**src/hw/rtl/mbpl_pkg.sv**
```systemverilog
`default_nettype none

package mbpl_pkg;

    // field widths
    localparam int unsigned POS_W       = 17;
    localparam int unsigned MASK_W      = 16;
    localparam int unsigned BL_W        = 5;
    localparam int unsigned SCNT_CFG_W  = 13;
    localparam int unsigned CFG_DATA_W  = 13;
    localparam int unsigned CFG_IDX_W   = 1;
    localparam int unsigned REM_W       = 8;
    localparam int unsigned LINE_W      = 4;

    // divider chain lengths
    localparam int unsigned Q1_STEPS    = POS_W;
    localparam int unsigned Q2_STEPS    = 4;

    // layout constants
    localparam int unsigned LINES_MIN       = 3;
    localparam int unsigned LINES_MAX       = 16;
    localparam int unsigned LOW_POSITIONS   = 48;
    localparam int unsigned CYCLE_SAMPLES   = 16;
    localparam int unsigned MAX_SAMPLES_DEF = 4096;

    // configuration register indexes
    localparam logic [CFG_IDX_W-1:0] REG_BIT_LINES    = 1'd0;
    localparam logic [CFG_IDX_W-1:0] REG_SAMPLE_COUNT = 1'd1;

    typedef enum logic [1:0] {
        KIND_INVALID,
        KIND_LOW,
        KIND_UPPER,
        KIND_CYCLE
    } mbpl_kind_t;

    // one item in flight along the divider chain
    typedef struct packed {
        mbpl_kind_t         kind;
        logic [REM_W-1:0]   rem;   // partial remainder
        logic [POS_W-1:0]   dvd;   // dividend bits out at the top, quotient bits in at the bottom
        logic [REM_W-1:0]   div;   // divisor
        logic [POS_W-1:0]   quo;   // first quotient, held for the second pass
        logic [REM_W-1:0]   aux;   // first remainder, held for the second pass
    } mbpl_item_t;

endpackage

`default_nettype wire

```
**src/hw/rtl/metadata_bit_position_locator_core.sv**
```systemverilog
`default_nettype none
// Channel  Direction  Handshake          Payload
// s_       in         s_valid/s_ready    s_position
// m_       out        m_valid/m_ready    m_sample_offset, m_bit_mask, m_found
// cfg_     in         cfg_wr_en          cfg_index, cfg_wr_data
//
// One position is taken per cycle while the output is not stalled; each result
// passes through one classify stage, a 17-cell divider chain, one realign stage,
// a 4-cell divider chain and the output register.
// aresetn is synchronous; it empties the pipe and restores bit_lines to 16
// and the frame length to MAX_SAMPLES.
// A stalled result holds the whole chain; s_ready follows m_ready then.

module metadata_bit_position_locator_core #(
    parameter int unsigned MAX_SAMPLES = mbpl_pkg::MAX_SAMPLES_DEF
) (
    input  wire logic                             aclk,
    input  wire logic                             aresetn,

    input  wire logic                             s_valid,
    output logic                                  s_ready,
    input  wire logic [mbpl_pkg::POS_W-1:0]       s_position,

    output logic                                  m_valid,
    input  wire logic                             m_ready,
    output logic [mbpl_pkg::POS_W-1:0]            m_sample_offset,
    output logic [mbpl_pkg::MASK_W-1:0]           m_bit_mask,
    output logic                                  m_found,

    input  wire logic                             cfg_wr_en,
    input  wire logic [mbpl_pkg::CFG_IDX_W-1:0]   cfg_index,
    input  wire logic [mbpl_pkg::CFG_DATA_W-1:0]  cfg_wr_data
);
    import mbpl_pkg::*;

    localparam int unsigned SC_NEED = $clog2(MAX_SAMPLES + 1);
    localparam int unsigned SC_W    = (SC_NEED > SCNT_CFG_W) ? SC_NEED : SCNT_CFG_W;

    logic [BL_W-1:0]    bit_lines_reg;
    logic [SC_W-1:0]    frame_len_reg;
    logic               advance;

    mbpl_item_t         item1 [0:Q1_STEPS];
    logic               valid1 [0:Q1_STEPS];
    mbpl_item_t         item2 [0:Q2_STEPS];
    logic               valid2 [0:Q2_STEPS];

    always_ff @(posedge aclk) begin
        if (!aresetn) begin
            bit_lines_reg <= BL_W'(LINES_MAX);
            frame_len_reg <= SC_W'(MAX_SAMPLES);
        end else if (cfg_wr_en) begin
            case (cfg_index)
                REG_BIT_LINES:    bit_lines_reg <= cfg_wr_data[BL_W-1:0];
                REG_SAMPLE_COUNT: frame_len_reg <= SC_W'(cfg_wr_data[SCNT_CFG_W-1:0]);
                default: ;
            endcase
        end
    end

    // whole chain moves together unless the output holds an untaken result
    assign advance = !m_valid || m_ready;
    assign s_ready = advance;

    mbpl_pre u_pre (
        .aclk          (aclk),
        .aresetn       (aresetn),
        .en            (advance),
        .in_valid      (s_valid),
        .position      (s_position),
        .bit_lines     (bit_lines_reg),
        .out_valid_reg (valid1[0]),
        .out_item_reg  (item1[0])
    );

    for (genvar i = 0; i < Q1_STEPS; i++) begin : g_div1
        mbpl_cell u_cell (
            .aclk          (aclk),
            .aresetn       (aresetn),
            .en            (advance),
            .in_valid      (valid1[i]),
            .in_item       (item1[i]),
            .out_valid_reg (valid1[i+1]),
            .out_item_reg  (item1[i+1])
        );
    end

    mbpl_mid u_mid (
        .aclk          (aclk),
        .aresetn       (aresetn),
        .en            (advance),
        .bit_lines     (bit_lines_reg),
        .in_valid      (valid1[Q1_STEPS]),
        .in_item       (item1[Q1_STEPS]),
        .out_valid_reg (valid2[0]),
        .out_item_reg  (item2[0])
    );

    for (genvar j = 0; j < Q2_STEPS; j++) begin : g_div2
        mbpl_cell u_cell (
            .aclk          (aclk),
            .aresetn       (aresetn),
            .en            (advance),
            .in_valid      (valid2[j]),
            .in_item       (item2[j]),
            .out_valid_reg (valid2[j+1]),
            .out_item_reg  (item2[j+1])
        );
    end

    mbpl_post #(
        .SC_W (SC_W)
    ) u_post (
        .aclk              (aclk),
        .aresetn           (aresetn),
        .en                (advance),
        .bit_lines         (bit_lines_reg),
        .frame_len         (frame_len_reg),
        .in_valid          (valid2[Q2_STEPS]),
        .in_item           (item2[Q2_STEPS]),
        .out_valid_reg     (m_valid),
        .sample_offset_reg (m_sample_offset),
        .bit_mask_reg      (m_bit_mask),
        .found_reg         (m_found)
    );

endmodule

`default_nettype wire

```
**src/hw/rtl/mbpl_pre.sv**
```systemverilog
`default_nettype none

module mbpl_pre (
    input  wire logic                         aclk,
    input  wire logic                         aresetn,
    input  wire logic                         en,
    input  wire logic                         in_valid,
    input  wire logic [mbpl_pkg::POS_W-1:0]   position,
    input  wire logic [mbpl_pkg::BL_W-1:0]    bit_lines,
    output logic                              out_valid_reg,
    output mbpl_pkg::mbpl_item_t              out_item_reg
);
    import mbpl_pkg::*;

    mbpl_item_t             item_next;
    logic [BL_W+3:0]        bl16;
    logic [POS_W-1:0]       upper_start;

    // 48 positions of the low lines plus 16*(bl-3) of the upper ones: 16*bl
    assign bl16        = {bit_lines, 4'b0000};
    assign upper_start = POS_W'(bl16);

    always_comb begin
        item_next      = '0;
        item_next.kind = KIND_INVALID;
        item_next.div  = REM_W'(CYCLE_SAMPLES);
        item_next.dvd  = position;
        if (!(bit_lines inside {[LINES_MIN:LINES_MAX]})) begin
            item_next.kind = KIND_INVALID;
        end else if (position < POS_W'(LOW_POSITIONS)) begin
            // sample in the low nibble, line in the quotient
            item_next.kind = KIND_LOW;
            item_next.div  = REM_W'(CYCLE_SAMPLES);
        end else if (position < upper_start) begin
            item_next.kind = KIND_UPPER;
            item_next.dvd  = position - POS_W'(LOW_POSITIONS);
            item_next.div  = REM_W'(bit_lines) - REM_W'(LINES_MIN);
        end else begin
            item_next.kind = KIND_CYCLE;
            item_next.dvd  = position - upper_start;
            item_next.div  = REM_W'(bl16 - 1'b1);
        end
    end

    always_ff @(posedge aclk) begin
        if (!aresetn) begin
            out_valid_reg <= 1'b0;
        end else if (en) begin
            out_valid_reg <= in_valid;
        end
    end

    always_ff @(posedge aclk) begin
        if (en) begin
            out_item_reg <= item_next;
        end
    end

endmodule

`default_nettype wire

```
**src/hw/rtl/mbpl_cell.sv**
```systemverilog
`default_nettype none

module mbpl_cell (
    input  wire logic           aclk,
    input  wire logic           aresetn,
    input  wire logic           en,
    input  wire logic           in_valid,
    input  wire mbpl_pkg::mbpl_item_t in_item,
    output logic                out_valid_reg,
    output mbpl_pkg::mbpl_item_t out_item_reg
);
    import mbpl_pkg::*;

    mbpl_item_t         item_next;
    logic [REM_W:0]     trial;
    logic [REM_W:0]     diff;
    logic               take;

    // one restoring step: bring down the next dividend bit, subtract if it fits
    assign trial = {in_item.rem, in_item.dvd[POS_W-1]};
    assign diff  = trial - {1'b0, in_item.div};
    assign take  = (trial >= {1'b0, in_item.div});

    always_comb begin
        item_next     = in_item;
        item_next.rem = take ? diff[REM_W-1:0] : trial[REM_W-1:0];
        item_next.dvd = {in_item.dvd[POS_W-2:0], take};
    end

    always_ff @(posedge aclk) begin
        if (!aresetn) begin
            out_valid_reg <= 1'b0;
        end else if (en) begin
            out_valid_reg <= in_valid;
        end
    end

    always_ff @(posedge aclk) begin
        if (en) begin
            out_item_reg <= item_next;
        end
    end

endmodule

`default_nettype wire

```
**src/hw/rtl/mbpl_mid.sv**
```systemverilog
`default_nettype none

module mbpl_mid (
    input  wire logic                         aclk,
    input  wire logic                         aresetn,
    input  wire logic                         en,
    input  wire logic [mbpl_pkg::BL_W-1:0]    bit_lines,
    input  wire logic                         in_valid,
    input  wire mbpl_pkg::mbpl_item_t         in_item,
    output logic                              out_valid_reg,
    output mbpl_pkg::mbpl_item_t              out_item_reg
);
    import mbpl_pkg::*;

    mbpl_item_t         item_next;
    logic [REM_W-1:0]   within_p1;

    // within+1 folds the reserved line 0 of the cycle's first sample into
    // a plain division by bit_lines; quotient stays below 16
    assign within_p1 = in_item.rem + 1'b1;

    always_comb begin
        item_next      = in_item;
        item_next.quo  = in_item.dvd;
        item_next.aux  = in_item.rem;
        item_next.rem  = REM_W'(within_p1[REM_W-1:Q2_STEPS]);
        item_next.dvd  = {within_p1[Q2_STEPS-1:0], (POS_W-Q2_STEPS)'(0)};
        item_next.div  = REM_W'(bit_lines);
    end

    always_ff @(posedge aclk) begin
        if (!aresetn) begin
            out_valid_reg <= 1'b0;
        end else if (en) begin
            out_valid_reg <= in_valid;
        end
    end

    always_ff @(posedge aclk) begin
        if (en) begin
            out_item_reg <= item_next;
        end
    end

endmodule

`default_nettype wire

```
**src/hw/rtl/mbpl_post.sv**
```systemverilog
`default_nettype none

module mbpl_post #(
    parameter int unsigned SC_W = mbpl_pkg::SCNT_CFG_W
) (
    input  wire logic                         aclk,
    input  wire logic                         aresetn,
    input  wire logic                         en,
    input  wire logic [mbpl_pkg::BL_W-1:0]    bit_lines,
    input  wire logic [SC_W-1:0]              frame_len,
    input  wire logic                         in_valid,
    input  wire mbpl_pkg::mbpl_item_t         in_item,
    output logic                              out_valid_reg,
    output logic [mbpl_pkg::POS_W-1:0]        sample_offset_reg,
    output logic [mbpl_pkg::MASK_W-1:0]       bit_mask_reg,
    output logic                              found_reg
);
    import mbpl_pkg::*;

    localparam int unsigned CMP_W = (SC_W > POS_W) ? SC_W : POS_W;

    logic [POS_W-1:0]       offset;
    logic [BL_W-1:0]        line;
    logic [POS_W-1:0]       cycle_first;
    logic [Q2_STEPS-1:0]    q2;
    logic [POS_W-1:0]       sample_offset_next;
    logic [MASK_W-1:0]      bit_mask_next;
    logic                   found_next;

    assign q2          = in_item.dvd[Q2_STEPS-1:0];
    assign cycle_first = {in_item.quo[POS_W-5:0], 4'b0000} + POS_W'(CYCLE_SAMPLES);

    always_comb begin
        offset = '0;
        line   = '0;
        case (in_item.kind)
            KIND_LOW: begin
                offset = POS_W'(in_item.aux);
                line   = BL_W'(in_item.quo[1:0]);
            end
            KIND_UPPER: begin
                offset = in_item.quo;
                line   = bit_lines - 1'b1 - BL_W'(in_item.aux);
            end
            KIND_CYCLE: begin
                offset = cycle_first + POS_W'(q2);
                // first sample of the cycle skips line 0
                line   = bit_lines - 1'b1 - BL_W'(in_item.rem)
                         + BL_W'(q2 == '0);
            end
            default: begin
                offset = '0;
                line   = '0;
            end
        endcase
    end

    always_comb begin
        if (in_item.kind == KIND_INVALID) begin
            sample_offset_next = '0;
            bit_mask_next      = '0;
            found_next         = 1'b0;
        end else begin
            sample_offset_next = offset;
            bit_mask_next      = MASK_W'(1) << line[LINE_W-1:0];
            found_next         = (CMP_W'(offset) < CMP_W'(frame_len));
        end
    end

    always_ff @(posedge aclk) begin
        if (!aresetn) begin
            out_valid_reg <= 1'b0;
        end else if (en) begin
            out_valid_reg <= in_valid;
        end
    end

    always_ff @(posedge aclk) begin
        if (en) begin
            sample_offset_reg <= sample_offset_next;
            bit_mask_reg      <= bit_mask_next;
            found_reg         <= found_next;
        end
    end

endmodule

`default_nettype wire
```
**config.mk**
```make
export PLATFORM = sky130hd
export DESIGN_NAME = metadata_bit_position_locator_core
export DESIGN_NICKNAME = d
export VERILOG_FILES = /design/src/hw/rtl/mbpl_pkg.sv /design/src/hw/rtl/metadata_bit_position_locator_core.sv /design/src/hw/rtl/mbpl_pre.sv /design/src/hw/rtl/mbpl_cell.sv /design/src/hw/rtl/mbpl_mid.sv /design/src/hw/rtl/mbpl_post.sv
export SDC_FILE = /design/constraint.sdc
export NUM_CORES = 1
export LEC_CHECK = 0
export ABC_AREA = 1
export ABC_CLOCK_PERIOD_IN_PS = 124400
export BUFFER_PORTS_ARGS = -buffer_cell sky130_fd_sc_hd__clkbuf_2
export CAP_MARGIN = 10
export CORE_MARGIN = 4
export CORE_UTILIZATION = 40
export CTS_CLUSTER_DIAMETER = 200
export DETAILED_ROUTE_END_ITERATION = 16
export GPL_ROUTABILITY_DRIVEN = 0
export PLACE_DENSITY_LB_ADDON = 0.08
export SYNTH_ARGS = -nofsm -noshare
export SYNTH_HDL_FRONTEND = slang
export SYNTH_HIERARCHICAL = 1
export SYNTH_SLANG_ARGS = --single-unit
```
**constraint.sdc**
```tcl
create_clock -name aclk -period 124.4 [get_ports aclk]
set_clock_uncertainty 0.05 [all_clocks]
set_input_delay 18.66 -clock aclk [delete_from_list [all_inputs] [get_ports aclk]]
set_output_delay 18.66 -clock aclk [all_outputs]
set_load 0.01 [all_outputs]
```
== Word-level counts from Yosys, hierarchy flattened ==
Index checks and enable logic that the tools add are counted.

* Register bits after elaboration: 895
* Output and inout port bits: 36
* Logic and storage cells: 232

* Add/subtract/negate cells: 32
* $lt $le $gt $ge: 26
* Equal/unequal tests: 3
* Shifts and indexed selects: 1
* Multiplexer cells: 29
* Bitwise operators: 2
* Reduce and logical (&&, ||, !) cells: 8

{| class="wikitable"
|+ Operators with widths
! operator !! count
|-
| $mux W8 || 19
|-
| $ge A9 B8 Y1 || 16
|-
| $sub A8 B8 Y8 || 16
|-
| $pmux W17 S3 || 1
|-
| $mux W25 || 2
|-
| $ge A9 B5 Y1 || 3
|-
| $add A17 B4 Y17 || 1
|-
| $add A17 B5 Y17 const B || 1
|-
| $lt A17 B13 Y1 || 1
|-
| $lt A17 B6 Y1 const B || 1
|-
| $lt A17 B9 Y1 || 1
|-
| $mux W17 || 1
|-
| $sub A17 B6 Y17 const B || 1
|-
| $sub A17 B9 Y17 || 1
|-
| $shl A1 B4 Y16 const A || 1
|-
| $sub A8 B5 Y8 || 2
|-
| $pmux W4 S3 || 1
|-
| $sub A4 B4 Y4 || 3
|-
| $add A8 B1 Y8 const B || 1
|-
| $ge A1 B8 Y1 || 1
|-
| $sub A1 B8 Y8 || 1
|-
| $sub A8 B1 Y8 const B || 1
|-
| $sub A5 B2 Y6 const B || 1
|-
| $sub A5 B5 Y6 || 1
|-
| other kinds (18) || 23
|}

== Depth between registers and ports, before layout ==
Gate-level depths: netlist of the first run.

* Depth after elaboration: 5
* Depth in mapped cells: 15

== Modules after synthesis ==
Netlist of the first run, hierarchy kept.

{| class="wikitable"
|+ Modules (own cells, without submodules)
! module !! instances !! cells an instance !! area an instance (um2) !! sequential area each (um2)
|-
| mbpl_cell at g_div1[15].u_cell ... || 13 || 171 || 2486.1 || 1821.7
|-
| mbpl_cell at g_div1[0].u_cell ... || 8 || 172 || 2469.9 || 1821.7
|-
| mbpl_post || 1 || 322 || 2565.0 || 1041.0
|-
| mbpl_pre || 1 || 266 || 2172.1 || 830.8
|-
| mbpl_mid || 1 || 93 || 1524.0 || 1221.2
|-
| metadata_bit_position_locator_core || 1 || 90 || 671.9 || 360.3
|}

== Worst setup path before layout of the first run ==
OpenSTA, ideal clock, no wires.

* Kind: input to output
* Start: in m_ready
* End: out s_ready
* Arrival time: 47.941 ns
* Path slack: 57.749 ns
* Stages: 2
* Buffers on the path: 0
* Cells stage by stage: inv_1 nand2_1

* Cells in the longest elaborated chain, start to end: 1

{| class="wikitable"
|+ RTL lines
! element !! RTL line !! text
|-
| start: declaration || metadata_bit_position_locator_core.sv:25 || <nowiki>input wire logic m_ready,</nowiki>
|-
| $logic_or A1 B1 Y1 || metadata_bit_position_locator_core.sv:62 || <nowiki>assign advance = !m_valid || m_ready;</nowiki>
|-
| end: declaration || metadata_bit_position_locator_core.sv:21 || <nowiki>output logic s_ready,</nowiki>
|}

No other way between the ends.

== Final worst setup path of the first run ==
Same ends and word-level chain as after synthesis.

==> reports/qor.txt, run 1 <==
DP HPWL: 55000 um
WL final: 77300 um
top achievable clock speed: 26.1 MHz
GRT overflow: 0
clk buf depth: 3
Routed Antenna Nets: 0
Core Footprint: 0.108 mm2
area grow syn2layout: 12.2%
dpl cells: 5272
number of global-route vias before repair: 24200
max-slew violations: 0
Clk Latency, worst-skew pair: 0.67 ns
Clk pwr share: 22.4%
WP data required: 105.69 ns
Sw Pwr: 0.461 mW
kind of critical path: in -> out
syn_area_per_cell: 11.5 um2
clock-pin slew on the worst setup and hold paths: 0.06 ns
Die Area: 0.114 mm2
WL/cell: 14.2 um
Die Wd: 338 um
drt via density: 4.57
Net Sw Frac: 35.9%
Startpoint Class: input pin
Pint: 0.823 mW
Slowest-stage cell, CP: nand2_4
initial antenna violation count: 2
# IOs: 72
placed inst area: 0.0457 mm2
Syn Inst Count: 3796
First-pass DRT Iterations: 5
cts hold-fix bufs: 0
fin util: 45.5%
Hold Fails Final Rpt: 0
worst hold path class: reg -> reg
first-pass GRT wire length: 127000 um
final worst slack: 86.15 ns
Slew headroom: 28.9%
std cell rows: 120
H-tree depth: 3
share of cells above drive strength 1: 18.6%
fin area: 0.0489 mm2
Slew @ Worst Pin: 1.07 ns
Critical Path, Cell by Cell: clkbuf_2 > inv_1 > nand2_4 > clkbuf_2
data arrival time of the critical path: 19.54 ns
via count: 24900
warnings from Yosys: 6
worst vdd ir: 0.0000115 V
ratio of final minimum period to clock period: 30.7%
CTS buffer count: 98
Total GRT Usage: 13.6%
largest net degree at the start of global routing: 196
CTS tree: yes
status: complete, no violations
# nets final: 4229
unrepaired setup endpoints after global routing: false
DR iter-0 viols: 1129
max FFs per register: 587
die height: 338 um
non-filler cells, final: 5453
Max Cap Viol: 0
Netlist Area Pre-Place: 0.0436 mm2
combinational share of power: 36.6%
crit path capture type: output port
final setup TNS: 0 ns
max incr delay on CP: 0.44 ns
DRC: 0
crit path time final: 38.25 ns
post_cts resized: 0
Setup Fix Bufs, Post-CTS: 0
diode count: 0
CTS sink count: 906
root buf cell: clkbuf_16
critical path's most frequent cell: clkbuf_2
DP Worst Slack: 86.12 ns
Critical Path Fanout Max: 46
Initial Utilization: 40.5%
port bufs: 71
pwr dens: 26.2 mW/mm2
Flop pwr share: 41.0%
Final setup violation count: 0
LEAKAGE: 21.2 nW
-- worst max-delay path: cells and delay by family --
kind / cells / cell delay [ns]
buf+inv: 3 / 0.42
simple gates: 1 / 0.44
-- metrics by stage --
stage	hold WS, ns	power (mW)
after CTS	0.340	1.31
after detailed placement	0.355	1.01
after global placement	0.350	1.01
after floorplan	0.350	0.901
after global routing	0.352	1.39
final	0.351	1.28
-- power by group through the flow --
| stage | Sequential (mW) | Combinational [mW] | Clock, mW |
|---|---|---|---|
| 2_1_floorplan | 0.510 | 0.391 | 0 |
| 3_3_place_gp | 0.534 | 0.473 | 0 |
| 3_5_place_dp | 0.535 | 0.476 | 0 |
| 4_1_cts | 0.530 | 0.477 | 0.301 |
| 5_1_grt | 0.538 | 0.541 | 0.314 |
| 6_report | 0.526 | 0.470 | 0.288 |
-- cells in the final DEF (no fill, tap or decap), types with 52 or more instances in the layout --
cell	instances
edfxtp_1	864
nand2_1	737
inv_1	562
nand3_1	333
nand2_2	287
ha_1	200
nor2_1	169
clkbuf_16	98
a21oi_1	79
clkbuf_2	71
nor2_4	52
-- area by class of cell --
type                            count  area, um2
Multi-Input combinational cell   2270      14400
Clock inverter                     66        692
Timing Repair Buffer               85        485
Sequential cell                   906      26800
Tap cell                         1403       1760
Clock buffer                      115       2520
Inverter                          608       2290
Fill cell                        9961      58700
-- routing by layer --
layer,routed length [um],part of all wire (%),track usage [%]
met5,0,0,0
met4,2080,2.7,4.10
met3,2620,3.4,2.48
met2,35000,45,21.8
met1,37500,49,18.9
-- final timing paths --
check                                               startpoint                                      endpoint  slack [ns]  cells after the start
hold / removal    g_div1[14].u_cell/out_item_reg[58]$_DFFE_PP_  g_div1[15].u_cell/out_item_reg[58]$_DFFE_PP_        0.35                      0
setup / recovery                                       m_ready                                       s_ready       86.15                      4
setup reg to reg             u_post/out_valid_reg$_SDFFE_PN0P_   g_div1[8].u_cell/out_item_reg[33]$_DFFE_PP_      120.73                      4
hold reg to reg   g_div1[14].u_cell/out_item_reg[58]$_DFFE_PP_  g_div1[15].u_cell/out_item_reg[58]$_DFFE_PP_        0.35                      0
(Power assumes the default switching activity.)
==> run 2, diff against run 1 <==
Settings changed: ABC_AREA 1 to 0, ABC_CLOCK_PERIOD_IN_PS 124400 to 32800.
Clock period 124.4 ns to 32.8 ns, I/O delays scaled along.
==> run 2 against run 1 <==
Effect of this change:
- combinational power increased to 3.1 times the previous value
- global-route usage down 0.071 points
- clock-buffer cell count is 1 higher
- synthesized cell count down 27%
- non-clock buffer count is 2 higher
- utilization fell by 0.27 points
- power rose to 3.5 times the previous value
- routed wire length decreased by 6.6%
- area after synthesis fell by 5.7%
- register-to-register slack worse by 92 ns
- first-iteration DRC count is 19% higher
- worst hold slack gained 0.0069 ns
- critical path type unchanged
- critical endpoint unchanged
==> reports/qor.txt, run 2 <==
Syn Inst Count: 2784
WHS Path Cells: 0
Die Wd: 329 um
Netlist Area Pre-Place: 0.0411 mm2
CTS sink count: 906
WL/cell: 16.6 um
# nets final: 3165
WP data required: 27.83 ns
data arrival time of the critical path: 5.46 ns
first-pass GRT wire length: 119000 um
LEAKAGE: 18.1 nW
Worst Path Buf+Inv: 2
number of global-route vias before repair: 22600
largest net degree at the start of global routing: 192
kind of critical path: in -> out
commonest non-fill, non-tap cell in the layout: edfxtp_1
area grow syn2layout: 11.9%
most frequent cells in the layout: 864 x edfxtp_1, 296 x inv_1, 200 x ha_1
Slowest-stage cell, CP: clkbuf_2
Hold Fails Final Rpt: 0
Critical Path Fanout Max: 4
Max Cap Viol: 0
Initial Utilization: 40.4%
syn_area_per_cell: 14.8 um2
First-pass DRT Iterations: 5
final setup TNS: 0 ns
max FFs per register: 587
Critical Path, Cell by Cell: clkbuf_2 > nand2b_4 > clkbuf_2
Slew @ Worst Pin: 1.04 ns
Die Area: 0.108 mm2
root buf cell: clkbuf_16
Routed Antenna Nets: 0
worst hold slack: 0.358 ns
diode count: 0
GRT overflow: 0
initial antenna violation count: 3
DP HPWL: 49200 um
ratio of final minimum period to clock period: 31.8%
worst vdd ir: 0.0000424 V
Final setup violation count: 0
crit-path leading delay family: buffers and inverters
H-tree depth: 3
std cell rows: 117
port bufs: 71
Total GRT Usage: 13.5%
WP depth: 3
max-slew violations: 0
crit path capture type: output port
Clk Latency, worst-skew pair: 0.66 ns
top achievable clock speed: 95.9 MHz
Setup Fix Bufs, Post-CTS: 0
Slew headroom: 30.6%
clk buf depth: 3
Startpoint Class: input pin
crit path time final: 10.43 ns
WL final: 72200 um
via count: 21800
pwr dens: 97.7 mW/mm2
post_cts resized: 0
worst r2r path cells: 5
CTS buffer count: 99
warnings from Yosys: 6
unrepaired setup endpoints after global routing: false
DRC: 0
cts hold-fix bufs: 0
share of cells above drive strength 1: 15.4%
DR iter-0 viols: 1344
CTS tree: yes
critical path's most frequent cell: clkbuf_2
FILL cells: 8997
Core Footprint: 0.102 mm2
status: complete, no violations
drt via density: 5.01
# IOs: 72
worst hold path class: reg -> reg
Overall Power: 4.50 mW
die height: 329 um
max incr delay on CP: 0.26 ns
clock-pin slew on the worst setup and hold paths: 0.06 ns
[run 2: worst register-to-register path: stages, from the launching register on]
cell and delay (ns):
dfxtp_1 0.34, nand2b_4 0.15, buf_12 0.63, buf_4 0.79
buf_4 0.85, buf_4 0.69
[run 2: per-layer routing]
metal	GRT usage, %	up-vias	share of wire (%)	routed length, um
met5	0	-	0	0
met3	2.46	150	4.4	3150
met2	22.3	370	47	34000
met4	4.94	0	2.8	2040
li1	-	10700	-	-
met1	17.9	10600	46	32900
[run 2: area by class of cell]
class	count	area, um2	share of cell area, %
clock buffer	116	2580	5.61
clock inverter	63	621	1.35
inverter	300	1130	2.45
multi-input combinational	1511	12700	27.6
sequential	906	26800	58.2
tap	1368	1710	3.72
timing repair buffer	87	500	1.09
[run 2: per-stage QoR]
step	cells	util (%)	setup slack, ns	cell area [um2]
2_1_floorplan	2797	-	1.49	41200
3_3_place_gp	4172	42.0	22.35	42800
3_5_place_dp	4172	42.0	22.35	42800
4_1_cts	4351	45.2	22.35	46000
5_1_grt	4351	45.2	22.34	46000
6_report	4351	45.2	22.37	46000
[run 2: where the power goes]
group	total (mW)	leakage, nW	switching (mW)	internal (mW)
Sequential	1.93	9.16	0.169	1.76
Clock	1.09	1.57	0.442	0.648
Combinational	1.48	7.32	0.772	0.709
[run 2: worst paths after layout]
| kind | slack (ns) | end | startpoint |
|---|---|---|---|
| max | 22.37 | s_ready | m_ready |
| min | 0.36 | g_div1[12].u_cell/out_item_reg[34]$_DFFE_PP_ | g_div1[11].u_cell/out_item_reg[33]$_DFFE_PP_ |
| max reg2reg | 28.87 | g_div1[2].u_cell/out_item_reg[39]$_DFFE_PP_ | u_post/out_valid_reg$_SDFFE_PN0P_ |
| min reg2reg | 0.36 | g_div1[12].u_cell/out_item_reg[34]$_DFFE_PP_ | g_div1[11].u_cell/out_item_reg[33]$_DFFE_PP_ |
==> run 3, diff against run 2 <==
Settings changed: ABC_CLOCK_PERIOD_IN_PS 32800 to 9560.
Clock period 32.8 ns to 9.56 ns, I/O delays scaled along.
==> run 3 against run 2 <==
Effect of this change:
- first-iteration DRC count shrank 12%
- clock-buffer cell count up 7
- global-route usage fell by 0.20 points
- combinational power grew to 3.4 times the previous value
- via count shrank 1.1%
- highest routed layer is now met5
- power rose to 3.4 times the previous value
- critical path depth is the same
- largest power group unchanged
- clock power rose to 3.5 times the previous value
- register-to-register slack got worse by 23 ns
- cell count increased by 0.16%
- sequential share of layout area down 0.16 points
==> reports/qor.txt, run 3 (synthesized netlist as in run 2, its figures left out) <==
status: complete, no violations
Final setup violation count: 0
post_cts resized: 0
port bufs: 71
Core Footprint: 0.102 mm2
R2R Path Start: g_div2[3].u_cell/out_item_reg[33]$_DFFE_PP_
CTS sink count: 906
Max Cap Viol: 0
cts hold-fix bufs: 0
data arrival time of the critical path: 2.42 ns
Slowest-stage cell, CP: nand2b_4
DR iter-0 viols: 1188
Total GRT Usage: 13.3%
pwr dens: 336 mW/mm2
fin area: 0.0462 mm2
Slew @ Worst Pin: 1.15 ns
DP HPWL: 49100 um
commonest non-fill, non-tap cell in the layout: edfxtp_1
ratio of final minimum period to clock period: 40.8%
die height: 329 um
Critical Path Fanout Max: 45
final setup TNS: 0 ns
Hold Fails Final Rpt: 0
CTS buffer count: 100
crit path time final: 3.90 ns
reg-to-reg endpoint: u_post/bit_mask_reg[2]$_SDFFCE_PP0P_
Critical Path, Cell by Cell: clkbuf_2 > nand2b_4 > clkbuf_2
drt via density: 4.95
Slew headroom: 23.5%
most frequent cells in the layout: 864 x edfxtp_1, 296 x inv_1, 200 x ha_1
Initial Utilization: 40.4%
worst r2r path cells: 10
std cell rows: 117
largest net degree at the start of global routing: 200
Die Wd: 329 um
max FFs per register: 587
FILL cells: 8988
Routed Antenna Nets: 0
crit path capture type: output port
H-tree depth: 3
clk buf depth: 3
flop2flop setup slack: 6.11 ns
Hold EP: g_div1[11].u_cell/out_item_reg[59]$_DFFE_PP_
DP Worst Slack: 5.18 ns
max-slew violations: 0
unrepaired setup endpoints after global routing: false
# IOs: 72
max incr delay on CP: 0.49 ns
WP data required: 8.08 ns
clock-pin slew on the worst setup and hold paths: 0.06 ns
Overall Power: 15.5 mW
placed inst area: 0.0428 mm2
GRT overflow: 0
root buf cell: clkbuf_16
Setup Fix Bufs, Post-CTS: 0
Die Area: 0.108 mm2
WL/cell: 16.6 um
worst vdd ir: 0.000143 V
Clk Latency, worst-skew pair: 0.68 ns
LEAKAGE: 18.1 nW
worst hold slack: 0.342 ns
kind of critical path: in -> out
number of global-route vias before repair: 22100
critical path's most frequent cell: clkbuf_2
area grow syn2layout: 12.2%
First-pass DRT Iterations: 5
DRC: 0
Startpoint Class: input pin
initial antenna violation count: 1
final worst slack: 5.66 ns
WL final: 72100 um
via count: 21600
share of cells above drive strength 1: 15.6%
WHS Path Cells: 0
first-pass GRT wire length: 117000 um
# nets final: 3165
worst hold path class: reg -> reg
top achievable clock speed: 256 MHz
CTS tree: yes
hold path startpoint: g_div1[10].u_cell/out_item_reg[59]$_DFFE_PP_
[run 3: changes by cell type in the layout (fill, tap and decap cells not counted), sizes merged]
| cell | delta |
|---|---|
| bufinv | -1 |
| clkinv | +2 |
| clkbuf | +7 |
| inv | -3 |
| buf | -1 |
| diode | +1 |
| clkinvlp | +2 |
[run 3: critical path: cells and delay by family]
family / cells / cell delay [ns]
buffers and inverters: 2 / 0.44
AND/OR/NAND/NOR: 1 / 0.49
[run 3: how the worst max path moves through the flow]
stage | start | endpoint | slack (ns)
5_1_grt | m_ready | s_ready | 5.59
6_report | m_ready | s_ready | 5.66
4_1_cts | m_ready | s_ready | 5.62
3_5_place_dp | m_ready | u_pre/out_item_reg[36]$_DFFE_PP_ | 5.18
2_1_floorplan | m_ready | s_ready | 0.55
3_3_place_gp | m_ready | g_div1[0].u_cell/out_item_reg[40]$_DFFE_PP_ | 5.23
[run 3: power by group]
part           switching [mW]  internal, mW
Clock                    1.57          2.23
Combinational            2.64          2.43
Sequential              0.589          6.03
Total                    4.80          10.7
[run 3: layout make-up]
| class | instances | area [um2] | area share, % |
|---|---|---|---|
| timing repair buffer | 86 | 505 | 1.09 |
| clock inverter | 63 | 702 | 1.52 |
| tap | 1368 | 1710 | 3.71 |
| clock buffer | 123 | 2620 | 5.67 |
| sequential | 906 | 26800 | 58.0 |
| inverter | 300 | 1130 | 2.44 |
| multi-input combinational | 1511 | 12700 | 27.5 |
| antenna | 1 | 2.50 | 0.00542 |
[run 3: metrics by stage]
stage          std cells  utilization (%)
2_1_floorplan       2797                -
3_3_place_gp        4171             42.1
3_5_place_dp        4171             42.1
4_1_cts             4357             45.3
5_1_grt             4357             45.3
6_report            4358             45.3
[run 3: metal layers]
metal | part of all wire (%) | track usage, % | routed length (um) | up-vias
li1 | - | - | - | 10700
met1 | 46 | 17.7 | 33300 | 10400
met2 | 47 | 22.0 | 34100 | 306
met3 | 3.6 | 2.63 | 2590 | 129
met4 | 2.9 | 4.41 | 2090 | 2
met5 | 0.0097 | 0 | 7 | -
